### config.mk
export PLATFORM = sky130hd
export DESIGN_NAME = agc_gain_state_machine
export DESIGN_NICKNAME = d
export VERILOG_FILES = /design/src/rtl/core/agc_gsm_pkg.sv /design/src/rtl/core/agc_gain_state_machine.sv
export SDC_FILE = /design/constraint.sdc
export NUM_CORES = 1
export LEC_CHECK = 0
export ABC_AREA = 0
export BUFFER_PORTS_ARGS = -buffer_cell sky130_fd_sc_hd__buf_2
export CORE_UTILIZATION = 50
export CTS_CLUSTER_SIZE = 16
export DETAILED_ROUTE_END_ITERATION = 8
export GPL_ROUTABILITY_DRIVEN = 0
export GPL_TIMING_DRIVEN = 0
export PLACE_DENSITY_LB_ADDON = 0.15
export SYNTH_ARGS = -nofsm -noshare
export SYNTH_HDL_FRONTEND = slang
export SYNTH_SLANG_ARGS = --single-unit
### constraint.sdc
create_clock -name clk -period 18.04 [get_ports clk]
set_input_delay 1.804 -clock clk [delete_from_list [all_inputs] [get_ports clk]]
set_output_delay 1.804 -clock clk [all_outputs]
set_load 0.03 [all_outputs]
### src/rtl/core/agc_gsm_pkg.sv
`timescale 1ns / 1ps

package agc_gsm_pkg;

  // Configuration register indexes.
  localparam logic [2:0] REG_SETPOINT = 3'd0;
  localparam logic [2:0] REG_VGA_MIN  = 3'd1;
  localparam logic [2:0] REG_VGA_MAX  = 3'd2;
  localparam logic [2:0] REG_ATT_MIN  = 3'd3;
  localparam logic [2:0] REG_ATT_MAX  = 3'd4;

  // Register reset values.
  localparam logic signed [15:0] SETPOINT_RST = -16'sd7680;
  localparam logic [11:0] VGA_MIN_RST = 12'd1938;
  localparam logic [11:0] VGA_MAX_RST = 12'd2936;
  localparam logic [11:0] ATT_MIN_RST = 12'd3289;
  localparam logic [11:0] ATT_MAX_RST = 12'd3897;

  // Mode codes as seen on the result word.
  localparam logic [1:0] MODE_CODE_IDLE      = 2'd0;
  localparam logic [1:0] MODE_CODE_RAISE_VGA = 2'd1;
  localparam logic [1:0] MODE_CODE_LOWER_VGA = 2'd2;
  localparam logic [1:0] MODE_CODE_RAISE_ATT = 2'd3;

  // Controller mode, one-hot.
  typedef enum logic [3:0] {
    MODE_IDLE      = 4'b0001,
    MODE_RAISE_VGA = 4'b0010,
    MODE_LOWER_VGA = 4'b0100,
    MODE_RAISE_ATT = 4'b1000
  } mode_t;

  // RSSI in Q8.8: floor((s * RSSI_SLOPE - RSSI_OFFSET) / 2^16).
  localparam logic [19:0] RSSI_SLOPE = 20'd709465;
  localparam logic signed [33:0] RSSI_OFFSET = 34'sd576115672;

  // DAC codes: floor((g * SLOPE + OFFSET) / 2^24).
  localparam logic signed [22:0] VGA_SLOPE  = 23'sd933816;
  localparam logic signed [44:0] VGA_OFFSET = 45'sd37308166308;
  localparam logic signed [22:0] ATT_SLOPE  = 23'sd2412747;
  localparam logic signed [44:0] ATT_OFFSET = 45'sd67546413793;

endpackage

### src/rtl/core/agc_gain_state_machine.sv
`timescale 1ns / 1ps

// Channel  | Direction | Handshake           | Word
// ---------+-----------+---------------------+----------------------------------------
// in       | input     | in_valid, in_stall  | detector_sample
// out      | output    | out_valid,out_stall | vga_out, att_out, mode_out, check_phase
// cfg      | input     | cfg_wr_en           | cfg_index, cfg_data
//
// Each accepted sample goes through the stages to its result: one stage converts it to RSSI,
// the next computes gain and codes and updates the controller state, which is the result.
// A new sample is accepted every cycle while the output side keeps up.
// Synchronous active-high reset clears the pipeline, mode and phase, loads the register
// defaults and sets the VGA code to its max default and the attenuator code to its min default.
// While out_stall is high a valid result holds and in_stall rises once the RSSI stage is full.
module agc_gain_state_machine (
  input  logic        clk,
  input  logic        rst,
  input  logic        in_valid,
  output logic        in_stall,
  input  logic [11:0] detector_sample,
  output logic        out_valid,
  input  logic        out_stall,
  output logic [11:0] vga_out,
  output logic [11:0] att_out,
  output logic [1:0]  mode_out,
  output logic        check_phase,
  input  logic        cfg_wr_en,
  input  logic [2:0]  cfg_index,
  input  logic [15:0] cfg_data
);
  import agc_gsm_pkg::*;

  // Configuration registers.
  logic signed [15:0] setpoint_q8;
  logic [11:0] vga_code_min, vga_code_max, att_code_min, att_code_max;

  // Pipeline control.
  logic        rssi_valid;
  logic        out_free;
  logic        advance;
  logic        in_accept;

  // Controller state.
  mode_t       mode, mode_next;
  logic        awaiting_check, awaiting_check_next;
  logic [11:0] vga_code, vga_code_next;
  logic [11:0] att_code, att_code_next;

  // Datapath.
  logic [31:0]        rssi_prod;
  logic signed [33:0] rssi_diff;
  logic signed [17:0] rssi;
  logic signed [18:0] gain;
  logic signed [41:0] vga_prod, att_prod;
  logic signed [44:0] vga_sum, att_sum;
  logic signed [20:0] vga_raw, att_raw;
  logic [11:0]        vga_clamped, att_clamped;
  logic signed [17:0] sp_ext;
  logic               below_sp, above_sp;

  // Handshake: output register empties when taken, RSSI stage moves when output is free.
  assign out_free  = !out_valid || !out_stall;
  assign advance   = rssi_valid && out_free;
  assign in_stall  = rssi_valid && !out_free;
  assign in_accept = in_valid && !in_stall;

  // Configuration writes.
  always_ff @(posedge clk) begin
    if (rst) begin
      setpoint_q8  <= SETPOINT_RST;
      vga_code_min <= VGA_MIN_RST;
      vga_code_max <= VGA_MAX_RST;
      att_code_min <= ATT_MIN_RST;
      att_code_max <= ATT_MAX_RST;
    end else if (cfg_wr_en) begin
      case (cfg_index)
        REG_SETPOINT: setpoint_q8  <= $signed(cfg_data);
        REG_VGA_MIN:  vga_code_min <= cfg_data[11:0];
        REG_VGA_MAX:  vga_code_max <= cfg_data[11:0];
        REG_ATT_MIN:  att_code_min <= cfg_data[11:0];
        REG_ATT_MAX:  att_code_max <= cfg_data[11:0];
        default: ;
      endcase
    end
  end

  // RSSI stage: floor division by 2^16 is an arithmetic shift.
  assign rssi_prod = 32'(detector_sample) * 32'(RSSI_SLOPE);
  assign rssi_diff = $signed({2'b00, rssi_prod}) - RSSI_OFFSET;

  always_ff @(posedge clk) begin
    if (rst) begin
      rssi_valid <= 1'b0;
    end else if (in_accept) begin
      rssi_valid <= 1'b1;
    end else if (advance) begin
      rssi_valid <= 1'b0;
    end
  end

  always_ff @(posedge clk) begin
    if (in_accept) begin
      rssi <= rssi_diff[33:16];
    end
  end

  // Needed gain and both candidate DAC codes.
  assign sp_ext  = 18'(setpoint_q8);
  assign gain    = 19'(sp_ext) - 19'(rssi);
  assign vga_prod = 42'(gain) * 42'(VGA_SLOPE);
  assign att_prod = 42'(gain) * 42'(ATT_SLOPE);
  assign vga_sum  = 45'(vga_prod) + VGA_OFFSET;
  assign att_sum  = 45'(att_prod) + ATT_OFFSET;
  assign vga_raw  = vga_sum[44:24];
  assign att_raw  = att_sum[44:24];

  // Clamp to the limits, min applied last so it wins when min exceeds max.
  always_comb begin
    vga_clamped = vga_raw[11:0];
    if (vga_raw > $signed({9'd0, vga_code_max})) begin
      vga_clamped = vga_code_max;
    end
    if ($signed({9'd0, vga_clamped}) < $signed({9'd0, vga_code_min}) ||
        vga_raw < $signed({9'd0, vga_code_min})) begin
      vga_clamped = vga_code_min;
    end
    att_clamped = att_raw[11:0];
    if (att_raw > $signed({9'd0, att_code_max})) begin
      att_clamped = att_code_max;
    end
    if ($signed({9'd0, att_clamped}) < $signed({9'd0, att_code_min}) ||
        att_raw < $signed({9'd0, att_code_min})) begin
      att_clamped = att_code_min;
    end
  end

  assign below_sp = rssi < sp_ext;
  assign above_sp = rssi > sp_ext;

  // Mode decisions and apply/check phases.
  always_comb begin
    mode_next           = mode;
    awaiting_check_next = awaiting_check;
    vga_code_next       = vga_code;
    att_code_next       = att_code;
    if (mode == MODE_IDLE) begin
      if (below_sp && vga_code < vga_code_max) begin
        mode_next = MODE_RAISE_VGA;
      end else if (above_sp && vga_code > vga_code_min) begin
        mode_next = MODE_LOWER_VGA;
      end else if (above_sp) begin
        mode_next = MODE_RAISE_ATT;
      end
      awaiting_check_next = 1'b0;
    end else if (!awaiting_check) begin
      if (mode == MODE_RAISE_ATT) begin
        att_code_next = att_clamped;
      end else begin
        vga_code_next = vga_clamped;
      end
      awaiting_check_next = 1'b1;
    end else begin
      case (mode)
        MODE_RAISE_VGA: begin
          if (!below_sp || vga_code >= vga_code_max) begin
            mode_next = MODE_IDLE;
          end
        end
        MODE_LOWER_VGA: begin
          if (!above_sp) begin
            mode_next = MODE_IDLE;
          end else if (vga_code <= vga_code_min) begin
            mode_next = MODE_RAISE_ATT;
          end
        end
        default: begin
          if (!above_sp || att_code >= att_code_max) begin
            mode_next = MODE_IDLE;
          end
        end
      endcase
      awaiting_check_next = 1'b0;
    end
  end

  // State registers double as the result word; they move only into a free output.
  always_ff @(posedge clk) begin
    if (rst) begin
      mode           <= MODE_IDLE;
      awaiting_check <= 1'b0;
      vga_code       <= VGA_MAX_RST;
      att_code       <= ATT_MIN_RST;
      out_valid      <= 1'b0;
    end else begin
      if (advance) begin
        mode           <= mode_next;
        awaiting_check <= awaiting_check_next;
        vga_code       <= vga_code_next;
        att_code       <= att_code_next;
        out_valid      <= 1'b1;
      end else if (out_free) begin
        out_valid <= 1'b0;
      end
    end
  end

  // Result word.
  always_comb begin
    case (mode)
      MODE_IDLE:      mode_out = MODE_CODE_IDLE;
      MODE_RAISE_VGA: mode_out = MODE_CODE_RAISE_VGA;
      MODE_LOWER_VGA: mode_out = MODE_CODE_LOWER_VGA;
      MODE_RAISE_ATT: mode_out = MODE_CODE_RAISE_ATT;
      default:        mode_out = MODE_CODE_IDLE;
    endcase
  end

  assign vga_out     = vga_code;
  assign att_out     = att_code;
  assign check_phase = awaiting_check;

endmodule

==> impl_metrics.ini <==
[status]
outcome = finished, final reports clean

[clock_tree]
tritoncts = yes
cts_made_buffers = 9
cts-root-buf = clkbuf_16
cts_buffer_depth = 2
cts_sinks = 112
clkTransAtPathRegs_ns = 0.08
post_cts_buffers = 0
ctsHtreeMaxLevel = 3
cts_resized = 0
clock_latency_ns = 0.37
cts_hold_buf = 0

[yosys]
synth_nets = 3772
synth_edf_count = 17
synthArstFlopShare_pct = 0
netlist_instances = 2884
ys_seq_area_share_pct = 9.31
avgSynthCellArea_um2 = 8.98
ys.warnings.count = 0
synth-main-ff-cell = dfxtp_1
ys_types = 92
synth.ff_latch_count = 112
netlist_area_um2 = 25900

[timing]
period_minus_slack_ns = 16.39
hold_viol_final = 0
min_period_over_period_pct = 90.9
fin_setup_tns_ns = 0
slew_headroom_pct = 10.7
skew_ns = 0.0204
rsz0062_at_grt = no
worst_slew_pin_slew_ns = 1.33
setup_viol = 0
final-max-slew-violation-count = 0
clock.fmax_ghz = 0.0610

[layout]
mostFrequentLayoutCell = inv_1
final_cell_mix = 649 x inv_1, 501 x ha_1, 351 x fa_1, 197 x nand2_1, 151 x a21oi_1
n_antenna_cell = 0
nNetsFinal = 3849
drive_gt1_share_pct = 5.06
syn_to_final_growth_pct = 5.92

[routing]
drt_iter0_markers = 1129
vias = 20000
wl_per_cell_um = 18.6
drc = 0
dr.pass1.iters = 5
drt_wl_total_um = 67700
via_per_inst = 5.49
antenna_left = 0

[hold_path]
whs_path_depth = 2
hp-class = reg -> reg
hold_start = att_code_max[1]
holdPathEnd = att_code_max[1]

[global_routing]
grt_max_degree = 26
grt_pass1_wl_um = 109000
use_met2_pct = 45.2
grt_pass1_vias = 20800
met3_usage_pct = 2.42
met1_usage_pct = 34.8
antenna_found_initial = 0
grt-ovfl-total = 0
track_usage_pct = 26.2
busiest_layer = met2

[setup_path]
cp_slowest_stage_delay_ns = 0.67
cp.arrival_ns = 16.64
worst_r2r_path_depth = 60
r2r-start = setpoint_q8[0]
path_max_fanout = 10
worstPathRequired_ns = 18.29
critPathSlowestCell = fa_1
endpoint_kind = flop
path_common_cell = a21o_1
crit_path_start_kind = flop
startpoint = setpoint_q8[0]
rrSetupSlack_ns = 1.65
path_class = reg -> reg
r2r_end = vga_out[7]

[floorplanning]
coreArea_um2 = 51300
dieWidth_um = 230
die_area_um2 = 52700
num_rows = 83
io_pins = 65
die_h_um = 230
initial_core_util_pct = 50.5

[placed_design]
port_buffers = 63
hpwl_um = 59600

[flow_run]
max_cap_viol_count = 0
[final cells by class]
type                            instances  area (um^2)
Buffer                                 64          259
Fill cell                            4801        23900
Tap cell                              680          851
Clock inverter                          4         52.6
Timing Repair Buffer                   66          365
Clock buffer                           10          229
Multi-Input combinational cell       2059        20800
Inverter                              649         2440
Sequential cell                       112         2410
[Yosys cell counts (5+ instances only)]
master	count	area share (%)
a31o_2	6	0.20
nor2_1	108	1.6
nand3_1	28	0.54
a221oi_1	6	0.20
mux2_2	15	0.65
xor2_1	34	1.1
nand2_1	197	2.9
nand3b_1	30	0.87
a211oi_1	15	0.43
o211ai_1	13	0.38
edfxtp_1	17	2.0
nor2b_1	23	0.56
xnor2_1	74	2.5
a2111oi_0	5	0.17
o221ai_1	6	0.20
o21a_1	19	0.55
o31ai_2	5	0.24
nand4_1	36	0.87
o31ai_1	12	0.35
nand4b_1	8	0.27
dfxtp_1	95	7.3
mux2i_1	12	0.46
or2_2	5	0.12
o22ai_1	5	0.12
a21o_1	69	2.0
o21ai_1	6	0.12
nand2b_1	26	0.63
inv_1	649	9.4
or3_1	14	0.34
and3_1	21	0.51
nor3_1	39	0.75
a211o_1	15	0.51
nor4_1	8	0.19
o21ai_0	70	1.4
ha_1	501	24
fa_1	351	27
a21oi_1	152	2.9
clkbuf_1	54	0.78
and2_1	8	0.19
a31oi_1	16	0.39
buf_2	7	0.14
o21bai_1	12	0.35
o2111ai_1	5	0.17
[cells by family after synthesis]
family                   count (synthesis)  synth area share (%)
AO/OA/AOI/OAI                          499                  13.1
XOR/XNOR                               108                  3.65
adder cells (fa/ha/maj)                852                  51.3
buffers and inverters                  713                  10.4
flip-flops                             112                  9.31
multiplexers                            30                  1.26
AND/OR/NAND/NOR                        570                  10.9
[stage by stage]
step | utilization, % | instances | area, um^2 | hold WS (ns) | worst slack, ns
floorplan | - | 2884 | 25900 | 0.436 | 4.00
global placement | 52.8 | 3627 | 27100 | 0.444 | 1.59
detailed placement | 52.9 | 3630 | 27200 | 0.452 | 1.79
CTS | 53.5 | 3644 | 27400 | 0.464 | 1.74
global route | 53.5 | 3644 | 27400 | 0.484 | 0.734
finish | 53.5 | 3644 | 27400 | 0.464 | 1.65
[per-layer routing]
layer	vias up	share of wire (%)
met5	-	0
met4	0	2.6
met3	90	4.2
met2	433	48
met1	9810	45
li1	9662	-
[registers in the layout (all words and copies together), names as in the netlist, 4 cells and up]
name,cells
vga_code_min,12
vga_code_max,12
mode,4
setpoint_q8,16
rssi,17
att_code_max,12
att_code_min,12
att_out,12
vga_out,12
[worst max-delay path: cells and delay by family (launching register included)]
kind | cells | cell delay, ns
and+or+nand+nor | 6 | 1.42
AOI/OAI and AO/OA | 33 | 7.68
DFF | 1 | 0.32
xor gates and xnor gates | 1 | 0.53
buffers and inverters | 8 | 1.23
adders and majority gates | 11 | 4.73
muxes | 1 | 0.38
[how the worst max path moves through the flow]
| stage | end | slack (ns) |
|---|---|---|
| 2_1_floorplan | vga_out[4] | 4.00 |
| 3_3_place_gp | vga_out[1] | 1.59 |
| 3_5_place_dp | vga_out[7] | 1.79 |
| 4_1_cts | vga_out[7] | 1.74 |
| 5_1_grt | vga_out[6] | 0.73 |
| 6_report | vga_out[7] | 1.65 |
Power is not shown: default switching activity piles up to over one toggle a cycle in this logic, so the estimate is an artifact.
